===== config.mk =====
export PLATFORM = sky130hd
export DESIGN_NAME = utf8_to_utf16_decoder
export DESIGN_NICKNAME = d
export VERILOG_FILES = /design/src/hdl/u8u16_pkg.sv /design/src/hdl/utf8_to_utf16_decoder.sv
export SDC_FILE = /design/constraint.sdc
export NUM_CORES = 1
export LEC_CHECK = 0
export ABC_CLOCK_PERIOD_IN_PS = 11490
export BUFFER_PORTS_ARGS = -buffer_cell sky130_fd_sc_hd__buf_2
export CORE_ASPECT_RATIO = 1.5
export CORE_MARGIN = 2
export CORE_UTILIZATION = 31
export CTS_BUF_LIST = sky130_fd_sc_hd__clkbuf_16
export DETAILED_ROUTE_END_ITERATION = 7
export MAX_ROUTING_LAYER = met4
export PLACE_DENSITY = 0.55
export SLEW_MARGIN = 0
export SYNTH_ARGS = -nofsm -noshare
export SYNTH_HDL_FRONTEND = slang
export SYNTH_SLANG_ARGS = --single-unit

===== constraint.sdc =====
create_clock -name clk -period 11.49 [get_ports clk]
set_clock_uncertainty 0.1 [all_clocks]
set_input_delay 1.149 -clock clk [delete_from_list [all_inputs] [get_ports clk]]
set_output_delay 1.149 -clock clk [all_outputs]
set_load 0.005 [all_outputs]

===== src/hdl/u8u16_pkg.sv =====
// shared types and constants for the utf-8 to utf-16 decoder
package u8u16_pkg;

    // default width of the per-buffer code unit counter
    localparam int COUNT_WIDTH_DEFAULT = 24;

    // field widths fixed by the interface
    localparam int BYTE_W   = 8;
    localparam int UNIT_W   = 16;
    localparam int LIMIT_W  = 24;
    localparam int SUMCNT_W = 24;
    localparam int PART_W   = 10;

    // depth of the result queue, in transaction records
    localparam int RES_DEPTH = 2;

    // lead byte classification
    localparam logic [7:0] LEAD2_MASK = 8'hE0;
    localparam logic [7:0] LEAD2_CODE = 8'hC0;
    localparam logic [7:0] LEAD3_MASK = 8'hF0;
    localparam logic [7:0] LEAD3_CODE = 8'hE0;

    // reason decoding stopped within a buffer
    typedef enum logic [1:0] {
        CAUSE_NONE      = 2'd0,
        CAUSE_BAD_LEAD  = 2'd1,
        CAUSE_TRUNCATED = 2'd2,
        CAUSE_LIMIT     = 2'd3
    } stop_cause_t;

    // everything one input byte produces: an optional unit and an optional summary
    typedef struct packed {
        logic                has_unit;
        logic [UNIT_W-1:0]   code_unit;
        logic                has_sum;
        logic [SUMCNT_W-1:0] unit_count;
        stop_cause_t         stop_cause;
    } result_rec_t;

endpackage


===== src/hdl/utf8_to_utf16_decoder.sv =====
// utf-8 to utf-16 decoder: byte decode, per-buffer state and result queue
// output: each result is registered in the result queue and offered from its head
// throughput: one byte per cycle while the result queue is not full; a byte that
//   yields a unit and a summary is sent as two output transactions and may fill the queue
// reset: asynchronous, active low; clears decode state, unit limit and the queue
module utf8_to_utf16_decoder #(
    parameter int COUNT_WIDTH = u8u16_pkg::COUNT_WIDTH_DEFAULT
) (
    input  logic                          clk,
    input  logic                          rst_n,
    // configuration
    input  logic                          cfg_wr_en,
    input  logic [u8u16_pkg::LIMIT_W-1:0] cfg_wr_data,
    // input channel
    input  logic                          in_valid,
    output logic                          in_stall,
    input  logic [u8u16_pkg::BYTE_W-1:0]  in_byte,
    input  logic                          end_of_buffer,
    // output channel
    output logic                          out_valid,
    input  logic                          out_stall,
    output logic                          kind,
    output logic [u8u16_pkg::UNIT_W-1:0]  code_unit,
    output logic [u8u16_pkg::SUMCNT_W-1:0] unit_count,
    output logic [1:0]                    stop_cause,
    output logic                          last_of_run
);
    import u8u16_pkg::*;

    localparam int CMP_W = (COUNT_WIDTH > LIMIT_W) ? COUNT_WIDTH : LIMIT_W;
    localparam int PTR_W = (RES_DEPTH > 1) ? $clog2(RES_DEPTH) : 1;
    localparam int CNT_W = $clog2(RES_DEPTH + 1);
    localparam logic [CNT_W-1:0] QUEUE_FULL = CNT_W'(RES_DEPTH);
    localparam logic [PTR_W-1:0] PTR_LAST   = PTR_W'(RES_DEPTH - 1);

    // configuration and decode state
    logic [LIMIT_W-1:0]     unit_limit_reg;
    logic [1:0]             pending_reg, pending_next;
    logic [PART_W-1:0]      partial_reg, partial_next;
    logic                   stopped_reg, stopped_next;
    stop_cause_t            reason_reg, reason_next;
    logic [COUNT_WIDTH-1:0] units_reg, units_next;

    // decode scratch
    logic                   have_unit;
    logic [UNIT_W-1:0]      unit_val;
    logic [UNIT_W-1:0]      cont_val;
    result_rec_t            rec_new;
    logic                   in_fire;
    logic                   push;

    // result queue
    result_rec_t            res_mem [RES_DEPTH];
    logic [PTR_W-1:0]       wr_ptr_reg, rd_ptr_reg;
    logic [CNT_W-1:0]       count_reg, count_next;
    logic                   unit_sent_reg;
    result_rec_t            head;
    logic                   unit_phase;
    logic                   out_fire;
    logic                   pop;

    assign in_stall = (count_reg == QUEUE_FULL);
    assign in_fire  = in_valid && !in_stall;

    // byte decode against the current sequence state
    always_comb
    begin
        pending_next = pending_reg;
        partial_next = partial_reg;
        stopped_next = stopped_reg;
        reason_next  = reason_reg;
        units_next   = units_reg;
        have_unit    = 1'b0;
        unit_val     = '0;
        cont_val     = {partial_reg, in_byte[5:0]};
        if (!stopped_reg)
        begin
            priority if (pending_reg != 2'd0)
            begin
                pending_next = pending_reg - 2'd1;
                if (pending_reg == 2'd1)
                begin
                    unit_val     = cont_val;
                    partial_next = '0;
                    have_unit    = 1'b1;
                end
                else
                begin
                    partial_next = cont_val[PART_W-1:0];
                end
            end
            else if (!in_byte[7])
            begin
                unit_val  = {8'h00, in_byte};
                have_unit = 1'b1;
            end
            else if ((in_byte & LEAD2_MASK) == LEAD2_CODE)
            begin
                partial_next = {5'b0, in_byte[4:0]};
                pending_next = 2'd1;
            end
            else if ((in_byte & LEAD3_MASK) == LEAD3_CODE)
            begin
                partial_next = {6'b0, in_byte[3:0]};
                pending_next = 2'd2;
            end
            else
            begin
                stopped_next = 1'b1;
                reason_next  = CAUSE_BAD_LEAD;
            end

            // count the unit and check the limit
            if (have_unit)
            begin
                if (units_reg != {COUNT_WIDTH{1'b1}})
                begin
                    units_next = units_reg + 1'b1;
                end
                if ((unit_limit_reg != '0) && (CMP_W'(units_next) == CMP_W'(unit_limit_reg)))
                begin
                    stopped_next = 1'b1;
                    reason_next  = CAUSE_LIMIT;
                end
            end

            // buffer ends inside a sequence
            if (end_of_buffer && !stopped_next && (pending_next != 2'd0))
            begin
                stopped_next = 1'b1;
                reason_next  = CAUSE_TRUNCATED;
            end
        end

        rec_new.has_unit   = have_unit;
        rec_new.code_unit  = unit_val;
        rec_new.has_sum    = end_of_buffer;
        rec_new.unit_count = SUMCNT_W'(units_next);
        rec_new.stop_cause = stopped_next ? reason_next : CAUSE_NONE;
    end

    assign push = in_fire && (have_unit || end_of_buffer);

    // unit limit register
    always_ff @(posedge clk or negedge rst_n)
    begin
        if (!rst_n)
        begin
            unit_limit_reg <= '0;
        end
        else if (cfg_wr_en)
        begin
            unit_limit_reg <= cfg_wr_data;
        end
    end

    // per-buffer decode state, cleared after the final byte
    always_ff @(posedge clk or negedge rst_n)
    begin
        if (!rst_n)
        begin
            pending_reg <= 2'd0;
            partial_reg <= '0;
            stopped_reg <= 1'b0;
            reason_reg  <= CAUSE_NONE;
            units_reg   <= '0;
        end
        else if (in_fire)
        begin
            if (end_of_buffer)
            begin
                pending_reg <= 2'd0;
                partial_reg <= '0;
                stopped_reg <= 1'b0;
                reason_reg  <= CAUSE_NONE;
                units_reg   <= '0;
            end
            else
            begin
                pending_reg <= pending_next;
                partial_reg <= partial_next;
                stopped_reg <= stopped_next;
                reason_reg  <= reason_next;
                units_reg   <= units_next;
            end
        end
    end

    // result queue storage
    always_ff @(posedge clk)
    begin
        if (push)
        begin
            res_mem[wr_ptr_reg] <= rec_new;
        end
    end

    // head record presented as one or two output transactions
    assign head       = res_mem[rd_ptr_reg];
    assign out_valid  = (count_reg != '0);
    assign unit_phase = head.has_unit && !unit_sent_reg;
    assign kind       = !unit_phase;
    assign code_unit  = unit_phase ? head.code_unit : '0;
    assign unit_count = unit_phase ? '0 : head.unit_count;
    assign stop_cause = unit_phase ? CAUSE_NONE : head.stop_cause;
    assign last_of_run = unit_phase ? !head.has_sum : 1'b1;
    assign out_fire   = out_valid && !out_stall;
    assign pop        = out_fire && last_of_run;

    // occupancy after this cycle's push and pop
    always_comb
    begin
        unique case ({push, pop})
            2'b10:   count_next = count_reg + 1'b1;
            2'b01:   count_next = count_reg - 1'b1;
            default: count_next = count_reg;
        endcase
    end

    // queue pointers and unit phase
    always_ff @(posedge clk or negedge rst_n)
    begin
        if (!rst_n)
        begin
            wr_ptr_reg    <= '0;
            rd_ptr_reg    <= '0;
            count_reg     <= '0;
            unit_sent_reg <= 1'b0;
        end
        else
        begin
            count_reg <= count_next;
            if (push)
            begin
                wr_ptr_reg <= (wr_ptr_reg == PTR_LAST) ? '0 : wr_ptr_reg + 1'b1;
            end
            if (pop)
            begin
                rd_ptr_reg <= (rd_ptr_reg == PTR_LAST) ? '0 : rd_ptr_reg + 1'b1;
            end
            if (out_fire)
            begin
                unit_sent_reg <= !pop;
            end
        end
    end

    // checks
    a_queue_bound: assert property (@(posedge clk) disable iff (!rst_n)
        count_reg <= QUEUE_FULL)
        else $error("result queue occupancy beyond depth");

    a_clear_after_end: assert property (@(posedge clk) disable iff (!rst_n)
        (in_fire && end_of_buffer) |=> (units_reg == '0 && pending_reg == 2'd0 && !stopped_reg))
        else $error("buffer state not cleared after final byte");

    a_stop_has_cause: assert property (@(posedge clk) disable iff (!rst_n)
        stopped_reg |-> (reason_reg != CAUSE_NONE))
        else $error("stopped without a cause");

    a_summary_last: assert property (@(posedge clk) disable iff (!rst_n)
        (out_valid && kind) |-> last_of_run)
        else $error("summary not marked last of run");

    a_unit_fields_clear: assert property (@(posedge clk) disable iff (!rst_n)
        (out_valid && !kind) |-> (unit_count == '0 && stop_cause == CAUSE_NONE))
        else $error("unit transaction carries summary fields");

endmodule

Word level (Yosys, flattened, before mapping)
Memories as Yosys holds them, arrays and structs flattened.
Cells that the tools add are included.
{"block": "totals", "reg_bits": 68, "word_cells": 109, "inputBits": 38, "mem_count": 1, "output_inout_bits": 46, "ram_bits": 88}
{"name": "res_mem", "words": 2, "width": 44, "rd": 1, "rd_clocked_by_memory_dff": 0, "write_ports": 1, "line_no": "utf8_to_utf16_decoder.sv:53", "text": "result_rec_t res_mem [RES_DEPTH];"}
{"block": "classes", "reduce_logical": 25, "n_mux": 58, "n_addsub": 6, "eq_ne": 9}
{"operator": "two-way mux 24 bit", "n": 7}
{"operator": "two-way mux 10 bit", "n": 7}
{"operator": "two-way mux 16 bit", "n": 4}
{"operator": "two-way mux 2 bit", "n": 18}
{"operator": "adder 24 x 1 -> 24 bit (second input constant)", "n": 1}
{"operator": "== test 24 bit", "n": 1}
{"operator": "inequality test 24 bit (second input constant)", "n": 1}
{"operator": "nonzero test 24 bit", "n": 1}
{"operator": "two-way mux 1 bit", "n": 20}
{"operator": "logical AND 1 bit", "n": 8}
{"operator": "nonzero test 2 bit", "n": 4}
{"operator": "zero test 1 bit", "n": 7}
{"operator": "two-way mux 7 bit", "n": 1}
{"operator": "== test 2 x 1 -> 1 bit (second input constant)", "n": 2}
{"operator": "== test 2 bit (second input constant)", "n": 2}
{"operator": "== test 4 bit (second input constant)", "n": 1}
{"operator": "case mux 2 bit (2 select lines)", "n": 1}
{"operator": "AND reduction 4 bit", "n": 1}
{"operator": "nonzero test 4 bit", "n": 1}
{"operator": "subtractor 2 x 1 -> 2 bit (second input constant)", "n": 2}
{"operator": "== test 3 bit (second input constant)", "n": 1}
{"operator": "nonzero test 3 bit", "n": 1}
{"operator": "adder 1 bit (second input constant)", "n": 2}
{"operator": "adder 2 x 1 -> 2 bit (second input constant)", "n": 1}
{"operator": "other kinds (3)", "n": 3}

Depth between registers and ports, before layout
Gate-level depths: netlist of the first run.
{"block": "depth", "word_depth": 17, "depth_mapped": 11, "depth_no_buf": 9}

Least setup slack after synthesis of the first run
Ideal clock, no wire load.
{"block": "synth_timing", "path_type": "input to register", "from": "input in_byte[7] in the netlist's numbering", "to": "memory res_mem[0][0] in the netlist's numbering (enable)", "t_arrival_ns": 4.225, "cell_stages": 7, "setup_slack_ns": 6.720, "setup_time_ns": 0.446, "n_path_buf": 2, "t_required_ns": 10.944, "path_cell_list": "nor2b_1 or3_1 clkbuf_1 inv_1 clkbuf_1 o21ai_0 nor2_1"}
{"block": "synth_via", "elab_chain_len": 8}
{"element": "start, declared", "line_no": "utf8_to_utf16_decoder.sv:17", "text": "input logic [u8u16_pkg::BYTE_W-1:0] in_byte,"}
{"element": "two-way mux 1 bit", "line_no": "utf8_to_utf16_decoder.sv:92", "text": "else if (!in_byte[7])"}
{"element": "two-way mux 1 bit", "line_no": "utf8_to_utf16_decoder.sv:78", "text": "priority if (pending_reg != 2'd0)"}
{"element": "two-way mux 1 bit (2 in a row)", "line_no": "utf8_to_utf16_decoder.sv:76", "text": "if (!stopped_reg)"}
{"element": "named net have_unit", "line_no": "utf8_to_utf16_decoder.sv:45", "text": "logic have_unit;"}
{"element": "logical OR 1 bit", "line_no": "utf8_to_utf16_decoder.sv:142", "text": "assign push = in_fire && (have_unit || end_of_buffer);"}
{"element": "logical AND 1 bit", "line_no": "utf8_to_utf16_decoder.sv:142"}
{"element": "two-way mux 1 bit", "line_no": "utf8_to_utf16_decoder.sv:192", "text": "if (push)"}
{"element": "two-way mux 1 bit (implied by the code)", "line_no": "utf8_to_utf16_decoder.sv:194", "text": "res_mem[wr_ptr_reg] <= rec_new;"}
{"element": "end, declared", "line_no": "utf8_to_utf16_decoder.sv:53"}
The timed path passes the listed nets, and every way through them passes these cells. The select of a mux whose other input is x is not followed.

Final worst setup path of the first run
{"block": "layout_timing", "from": "register rd_ptr_reg", "to": "output last_of_run"}
{"block": "layout_via", "elab_chain_len": 3, "word_cells_on_any_way": 4, "cone_classes": "mux (1); reduce/logical (2); memory (1)"}
{"element": "start, declared", "line_no": "utf8_to_utf16_decoder.sv:54", "text": "logic [PTR_W-1:0] wr_ptr_reg, rd_ptr_reg;"}
{"element": "start signal, assigned", "line_no": "utf8_to_utf16_decoder.sv:239", "text": "rd_ptr_reg <= (rd_ptr_reg == PTR_LAST) ? '0 : rd_ptr_reg + 1'b1;"}
{"element": "memory read (2 x 44 bit) *"}
{"element": "zero test 1 bit or logical AND 1 bit (tied branches)", "line_no": "utf8_to_utf16_decoder.sv:206, utf8_to_utf16_decoder.sv:201"}
{"element": "two-way mux 1 bit *", "line_no": "utf8_to_utf16_decoder.sv:206", "text": "assign last_of_run = unit_phase ? !head.has_sum : 1'b1;"}
{"element": "end, declared", "line_no": "utf8_to_utf16_decoder.sv:26", "text": "output logic last_of_run"}
Every way passes the cells marked *; elsewhere a longest branch is shown, timed or not.

==> results of run 1 <==
final timing paths:
path                                start                end  slack (ns)
min                        partial_reg[5]     partial_reg[5]        0.37
max reg2reg                 units_reg[12]      res_mem[0][0]        7.94
min reg2reg                partial_reg[5]     partial_reg[5]        0.37
max in group asynchronous           rst_n         rd_ptr_reg        9.81
max                            rd_ptr_reg        last_of_run        7.86
min in group asynchronous           rst_n  unit_limit_reg[3]        0.83
stage by stage:
stage	hold WS [ns]	area [um2]	power, W	instances	util (%)
floorplan	0.342	7880	0.00108	691	-
global placement	0.360	8580	0.00127	1063	34.3
detailed placement	0.365	8580	0.00127	1063	34.3
CTS	0.381	9180	0.00183	1095	36.6
global route	0.398	9180	0.00190	1095	36.6
finish	0.374	9180	0.00180	1095	36.6
placed cells by master, fill, tap and decap left out, types with 14 or more instances in the layout:
cell	instances
xnor2_1	27
nand3_1	15
xor2_1	26
nand4_1	14
o21ai_0	32
edfxtp_1	88
dfrtp_1	67
nor2_1	77
mux2i_1	48
a22o_1	21
mux2_2	23
nand2_1	47
clkbuf_16	17
nor3_1	15
and2_1	21
buf_2	83
area by class of cell:
class,count,area (um2)
multi-input combinational,476,3310
sequential,156,4350
clock inverter,15,169
fill,2516,15900
timing repair buffer,91,475
clock buffer,17,425
tap,328,410
inverter,12,45.0
power groups by stage:
stage / clock network (W) / logic [W] / registers [W]
finish: 0.000553 / 0.000496 / 0.000751
CTS: 0.000569 / 0.000511 / 0.000751
global placement: 0 / 0.000507 / 0.000761
floorplan: 0 / 0.000333 / 0.000743
detailed placement: 0 / 0.000511 / 0.000763
global route: 0.000589 / 0.000554 / 0.000762
worst max-delay path: stages (launching register included):
cell and delay [ns]:
dfrtp_2 0.41, mux2i_1 0.13, nor2_2 0.07, buf_4 0.31, clkinv_1 0.50, nor2_1 0.29
inv_1 0.09, buf_2 0.13
layer usage:
layer / global-route usage (%) / vias to the layer above / wire length, um
met5: - / - / 0
met4: 7.41 / 0 / 778
met3: 2.59 / 43 / 516
met2: 25.8 / 141 / 9710
met1: 16.5 / 2618 / 8000
li1: - / 2655 / -
cell families (layout without fill, tap and decap cells):
| group | after synthesis | count (layout) | synth area share [%] |
|---|---|---|---|
| AOI/OAI and AO/OA | 108 | 108 | 9.68 |
| xor gates and xnor gates | 54 | 54 | 6.18 |
| and+or+nand+nor | 241 | 241 | 16.2 |
| muxes | 71 | 71 | 9.38 |
| adders and majority gates | 2 | 2 | 0.317 |
| buffers and inverters | 59 | 135 | 3.14 |
| DFF | 156 | 156 | 55.1 |
==> flow_summary.json, run 1 <==
{
  "fin_nets": 794,
  "ctsHoldBuffers": 0,
  "synth_edf_count": 88,
  "grt_max_degree": 69,
  "cap_violations": 0,
  "synth-seq-cells": 156,
  "cts_tree": "built",
  "clkPwrFrac_pct": 30.7,
  "combPwrFrac_pct": 27.5,
  "pre_cts_ws_ns": 7.46,
  "first_global_vias": 5451,
  "cts.sinks": 156,
  "post_drt_via_cell_ratio": 4.98,
  "ant_nets": 0,
  "num_vias": 5457,
  "slew_headroom_pct": 36.1,
  "period_share_pct": 31.6,
  "yosysSeqAreaShare_pct": 55.1,
  "avgSynthCellArea_um2": 11.4,
  "die_w_um": 134,
  "p_per_area_nw_per_um2": 196,
  "yosysTopAreaCell": "edfxtp_1",
  "setup_tns_ns": 0,
  "layout-drive-gt1-share_pct": 21.6,
  "wl_per_cell_um": 17.4,
  "grt_pass1_wl_um": 29700,
  "dr.pass1.iters": 5,
  "dieArea_um2": 26700,
  "async_flop_share_pct": 43.6,
  "wirelength_um": 19000,
  "antenna_found_initial": 0,
  "insertion_delay_ns": 0.43,
  "power.switching_w": 0.000608,
  "syn_inst": 691,
  "core_area_um2": 25100,
  "setup_viol": 0,
  "yosysUniqueCellTypes": 69,
  "yosys.cell_count.top_type": "edfxtp_1",
  "synth_common_cells": "edfxtp_1, nor2_1, dfrtp_1",
  "htree_levels": 4,
  "fmax_mhz": 276,
  "yosysTopAreaCellShare_pct": 33.5,
  "period_minus_slack_ns": 3.63,
  "worstPathMaxFanout": 27,
  "diodes": 0,
  "syn-cell-area_um2": 7880,
  "swShare_pct": 33.8,
  "dieHeight_um": 199,
  "ys.flop_type": "edfxtp_1",
  "dr.first_iter.drc_count": 326,
  "clk_pin_slew_worst_paths_ns": 0.07,
  "rsz0062_at_grt": "no",
  "fin_ws_ns": 7.86,
  "cts_setup_buffers": 0,
  "io_buffers": 83,
  "p_seq_share_pct": 41.7,
  "hpwl_um": 13800,
  "grt_overflow": 0,
  "worstMarginPinSlew_ns": 0.953,
  "areaGrowthSynthToFinish_pct": 16.4,
  "p_int_w": 0.00119,
  "cts_buffers": 17,
  "final_hold_viol_count": 0,
  "drc_errors": 0,
  "cts-resized-gates": 0,
  "worst_ir_drop_vdd_v": 0.000105,
  "root_buffer": "clkbuf_16",
  "ys_top_cells_by_area": "edfxtp_1, dfrtp_1, mux2i_1, nor2_1, mux2_2",
  "gp_congestion": 0.840,
  "endpoint_kind": "primary output",
  "critical_path_class": "register to primary output",
  "crit_required_ns": 10.24,
  "leakage_nw": 3.75,
  "worstRegToRegCells": 8,
  "initial_core_util_pct": 31.5,
  "drv_slew": 0,
  "syn_nets": 731,
  "min_path_type": "register to register",
  "arrival_ns": 2.38,
  "worstSetupStartpointType": "register",
  "hold_path_depth": 2,
  "outcome": "completed",
  "yosys_warnings": 0,
  "cts_buffer_depth": 2,
  "num_rows": 71,
  "boundaryPins": 84,
  "grt.total_usage_pct": 14.9,
  "largest_register_ffs": 88
}
Power figures use the tool's default switching activity.
==> inputs of run 2 (changes only) <==
Settings changed: ABC_CLOCK_PERIOD_IN_PS 11490 to 3200, PLACE_DENSITY 0.55 to 0.57.
Clock period 11.49 ns to 3.2 ns, I/O delays scaled along.
==> run 2 against run 1 <==
Compared with the run above:
- first-iteration DRC count is 40% higher
- critical path depth is 1 higher
- wire length is 5.1% higher
- sequential power grew to 3.6 times the previous value
- utilization is 1.1 points higher
- register-to-register slack worse by 7.8 ns
- worst setup slack worse by 7.7 ns
- via count is 2.7% higher
- sequential share of layout area is 1.4 points lower
- power grew to 3.7 times the previous value
- die area stayed put
- largest power group unchanged
==> flow_summary.json, run 2 (synthesized netlist as in run 1, its figures left out) <==
{
  "outcome": "completed",
  "grt_pass1_wl_um": 31000,
  "root_buffer": "clkbuf_16",
  "die_w_um": 134,
  "cts.sinks": 156,
  "slew_headroom_pct": 50.7,
  "hpwl_um": 15200,
  "first_global_vias": 5744,
  "fillers": 2512,
  "clkPwrFrac_pct": 30.3,
  "setup_viol": 0,
  "io_buffers": 83,
  "p_per_area_nw_per_um2": 696,
  "grt_max_degree": 34,
  "timing.hold.ws_ns": 0.0209,
  "drc_errors": 0,
  "worstSetupStartpointType": "register",
  "arrival_ns": 3.21,
  "dieArea_um2": 26700,
  "htree_levels": 4,
  "rsz0062_at_grt": "no",
  "fin_ws_ns": 0.177,
  "final_hold_viol_count": 0,
  "leakage_nw": 3.92,
  "hold_path_depth": 3,
  "swShare_pct": 32.1,
  "insertion_delay_ns": 0.42,
  "layout-drive-gt1-share_pct": 24.7,
  "boundaryPins": 84,
  "dr.pass1.iters": 7,
  "power.switching_w": 0.00211,
  "wl_per_cell_um": 17.7,
  "p_seq_share_pct": 40.8,
  "initial_core_util_pct": 31.5,
  "worstMarginPinSlew_ns": 0.732,
  "grt.total_usage_pct": 15.8,
  "fmax_mhz": 331,
  "crit_required_ns": 3.38,
  "endpoint_kind": "register",
  "cts_buffers": 17,
  "worstRegToRegCells": 8,
  "drv_slew": 0,
  "min_from": "cfg_wr_data[23]",
  "period_share_pct": 94.5,
  "ant_nets": 0,
  "r2r_end": "res_mem[1][0]",
  "wirelength_um": 20000,
  "worst_ir_drop_vdd_v": 0.000407,
  "setup_tns_ns": 0,
  "fin_nets": 826,
  "r2r-start": "units_reg[3]",
  "final_common_cell": "edfxtp_1",
  "dieHeight_um": 199,
  "critical_path_class": "register to register",
  "cap_violations": 0,
  "num_rows": 71,
  "areaGrowthSynthToFinish_pct": 20.1,
  "antenna_found_initial": 0,
  "min_to": "unit_limit_reg[23]",
  "cts_tree": "built",
  "core_area_um2": 25100,
  "clk_pin_slew_worst_paths_ns": 0.06,
  "worstPathMaxFanout": 8,
  "post_drt_via_cell_ratio": 4.97,
  "layout_common_cells": "edfxtp_1, buf_2, nor2_1, dfrtp_1, mux2i_1",
  "dr.first_iter.drc_count": 455,
  "combPwrFrac_pct": 28.9,
  "cts_buffer_depth": 2,
  "largest_register_ffs": 88,
  "gp_congestion": 0.921,
  "grt_overflow": 0,
  "num_vias": 5602,
  "pre_cts_ws_ns": 0.111,
  "diodes": 0,
  "min_path_type": "input pin to register",
  "reg2reg_slack_ns": 0.18,
  "period_minus_slack_ns": 3.02,
  "p_int_w": 0.00447
}
-- run 2: final cells by class --
cell class,count,area (um2),area share [%]
Sequential cell,156,4350,45.9
Multi-Input combinational cell,476,3330,35.1
Timing Repair Buffer,123,748,7.91
Clock buffer,17,425,4.50
Tap cell,328,410,4.34
Clock inverter,15,161,1.71
Inverter,12,45.0,0.476
-- run 2: worst max path at each step --
stage	depth (start not counted)	slack (ns)	endpoint	start
5_1_grt	8	0.02	res_mem[1][0]	units_reg[13]
4_1_cts	8	0.09	res_mem[1][0]	units_reg[11]
3_5_place_dp	8	0.11	res_mem[1][0]	units_reg[11]
3_3_place_gp	8	0.12	res_mem[1][0]	units_reg[11]
2_1_floorplan	8	-0.22	res_mem[0][0]	pending_reg[0]
6_report	8	0.18	res_mem[1][0]	units_reg[3]
-- run 2: critical path, cell delays in order (launching register included) --
cell and delay, ns:
dfrtp_1 0.50, and4_2 0.35, nand4_2 0.26, or3_1 0.44, a211o_1 0.27, a21oi_1 0.23
nand4_1 0.13, nor4b_2 0.41, o31a_1 0.18
-- run 2: metal layers --
metal	GRT usage [%]	part of all wire, %	vias up
met5	-	0	-
met4	8.81	4.6	0
met3	2.71	3.0	50
met2	27.9	52	128
met1	16.7	40	2716
li1	-	-	2708
-- run 2: power by group through the flow --
stage               sequential, W  clock (W)  combinational (W)
finish                    0.00268    0.00199            0.00190
global route              0.00271    0.00212            0.00212
CTS                       0.00268    0.00206            0.00196
detailed placement        0.00272          0            0.00195
global placement          0.00271          0            0.00193
floorplan                 0.00266          0            0.00120
-- run 2: repair_timing --
item | 4_1_cts | 5_1_grt
hold endpoints to repair | 70 | 0
endpoints found under the setup margin | 0 | 6
hold buffers | 3 | 0
gates resized for setup | 0 | 6
setup buffers | 0 | 1
-- run 2: stage by stage --
stage	instances	total power, W	instance area, um2	utilization [%]
global route	1127	0.00696	9460	37.8
floorplan	691	0.00386	7890	-
global placement	1091	0.00465	8820	35.2
CTS	1126	0.00670	9440	37.7
detailed placement	1091	0.00467	8820	35.2
finish	1127	0.00658	9460	37.8
==> inputs of run 3 (changes only) <==
Settings changed: CTS_CLUSTER_SIZE set to 14, REMOVE_ABC_BUFFERS set to 1.
==> run 3 against run 2 <==
Compared with the run above:
- fmax is 2.5% higher
- cell area is 1.3% higher
- flip-flop and latch count stayed put
- global-route usage is 0.17 points higher
- worst setup slack better by 0.074 ns
- clock-buffer cell count stayed put
- first-iteration DRC count is 17% lower
- clock power hardly changed
==> flow_summary.json, run 3 (synthesized netlist as in run 1, its figures left out) <==
{
  "cap_violations": 0,
  "ant_nets": 0,
  "post_drt_via_cell_ratio": 4.93,
  "cts_tree": "built",
  "grt.total_usage_pct": 16.0,
  "leakage_nw": 3.97,
  "min_path_type": "input pin to register",
  "endpoint_kind": "register",
  "root_buffer": "clkbuf_16",
  "reg2reg_slack_ns": 0.25,
  "regArea_um2": 4350,
  "startpoint": "units_reg[1]",
  "num_rows": 71,
  "arrival_ns": 3.09,
  "cts_buffers": 17,
  "first_global_vias": 5716,
  "fillers": 2494,
  "setup_viol": 0,
  "rsz0062_at_grt": "no",
  "slew_headroom_pct": 60.4,
  "cp_slowest_cell": "dfrtp_1",
  "final_common_cell": "edfxtp_1",
  "fmax_mhz": 339,
  "layout-drive-gt1-share_pct": 24.9,
  "met3_usage_pct": 2.69,
  "grt_overflow": 0,
  "drc_errors": 0,
  "cts_buffer_depth": 2,
  "cpPeakStageDelay_ns": 0.47,
  "use_met1_pct": 18.0,
  "crit_chain": "ha_2 -> inv_1 -> nor4_4 -> buf_4 -> a2111o_1 -> mux2i_1 -> nor3b_2 -> o2111a_1 -> nand2_1 -> a2bb2oi_1",
  "r2r_end": "res_mem[0][1]",
  "gp_congestion": 0.954,
  "insertion_delay_ns": 0.43,
  "fin_ws_ns": 0.251,
  "fin_nets": 830,
  "dr.first_iter.drc_count": 376,
  "clk_pin_slew_worst_paths_ns": 0.06,
  "period_share_pct": 92.2,
  "crit_required_ns": 3.34,
  "worstMarginPinSlew_ns": 0.594,
  "worstPathMaxFanout": 8,
  "drv_slew": 0,
  "outcome": "completed",
  "io_buffers": 83,
  "htree_levels": 4,
  "wl_per_cell_um": 17.6,
  "utilization_pct": 38.2,
  "worstSetupStartpointType": "register",
  "cp.depth": 10,
  "boundaryPins": 84,
  "dieArea_um2": 26700,
  "p_per_area_nw_per_um2": 687,
  "num_vias": 5572,
  "endpoint": "res_mem[0][1]",
  "dieHeight_um": 199,
  "grt_max_degree": 38,
  "diodes": 0,
  "cp_top_family": "simple AND/OR/NAND/NOR gates",
  "wirelength_um": 19900,
  "worst_ir_drop_vdd_v": 0.000367,
  "worstRegToRegCells": 10,
  "r2r-start": "units_reg[1]",
  "core_area_um2": 25100,
  "initial_core_util_pct": 31.5,
  "grt_pass1_wl_um": 31600,
  "final_hold_viol_count": 0,
  "pre_cts_ws_ns": 0.0882,
  "hpwl_um": 14800,
  "worst-path-buf-inv": 2,
  "areaGrowthSynthToFinish_pct": 21.6,
  "dr.pass1.iters": 4,
  "die_w_um": 134,
  "cts.sinks": 156,
  "critical_path_class": "register to register",
  "period_minus_slack_ns": 2.95,
  "largest_register_ffs": 88,
  "antenna_found_initial": 0,
  "layout_common_cells": "edfxtp_1, buf_2, nor2_1, dfrtp_1, mux2i_1",
  "grt.busiest_layer": "met2",
  "multi_input_area_um2": 3370,
  "use_met2_pct": 27.9
}
## run 3: worst min path at each step
stage,slack [ns],cells past startpoint,start,endpoint
2_1_floorplan,-0.08,0,rst_n,count_reg[0]
3_3_place_gp,0.27,1,rst_n,unit_limit_reg[19]
3_5_place_dp,0.26,1,rst_n,unit_limit_reg[19]
4_1_cts,0.0004,2,cfg_wr_data[19],unit_limit_reg[19]
5_1_grt,0.009,2,cfg_wr_data[0],unit_limit_reg[0]
6_report,0.02,2,cfg_wr_data[16],unit_limit_reg[16]
## run 3: what timing repair did
item | CTS | global route
hold buffers | 8 | 0
setup buffers | 0 | 1
endpoints found under the setup margin | 0 | 6
resized for setup | 0 | 12
endpoints found under the hold margin | 28 | 0
## run 3: layer usage
metal	vias up	share of wire (%)
met5	-	0
met4	0	2.5
met3	26	2.5
met2	121	53
met1	2713	42
li1	2712	-
## run 3: final cells by class
type | instances | share of cell area (%)
flip-flops and latches | 156 | 45.4
multi-input cells | 476 | 35.2
repair buffers | 127 | 8.51
clock buffers | 17 | 4.44
well taps | 328 | 4.28
clock inverters | 15 | 1.74
inverters | 12 | 0.470
## run 3: where the power goes
group          internal [W]  switching, W
registers           0.00251      0.000220
logic              0.000792       0.00106
clock network       0.00116      0.000844
## run 3: per-stage QoR
| stage | cells | power [W] | instance area, um2 | hold slack (ns) | setup TNS [ns] |
|---|---|---|---|---|---|
| 2_1_floorplan | 644 | 0.00383 | 7680 | -0.0756 | -75.99 |
| 3_5_place_dp | 1090 | 0.00467 | 8840 | 0.262 | 0 |
| 3_3_place_gp | 1090 | 0.00465 | 8840 | 0.274 | 0 |
| 4_1_cts | 1130 | 0.00670 | 9510 | 0.000356 | 0 |
| 5_1_grt | 1131 | 0.00699 | 9580 | 0.00906 | 0 |
| 6_report | 1131 | 0.00659 | 9580 | 0.0222 | 0 |
## run 3: worst register-to-register path: cells and delay by family (launching register included)
family                   cells  cell delay [ns]
AO/OA/AOI/OAI                3             0.63
adder cells (fa/ha/maj)      1             0.31
buffers and inverters        2             0.33
flip-flops                   1             0.47
multiplexers                 1             0.24
AND/OR/NAND/NOR              3             0.70
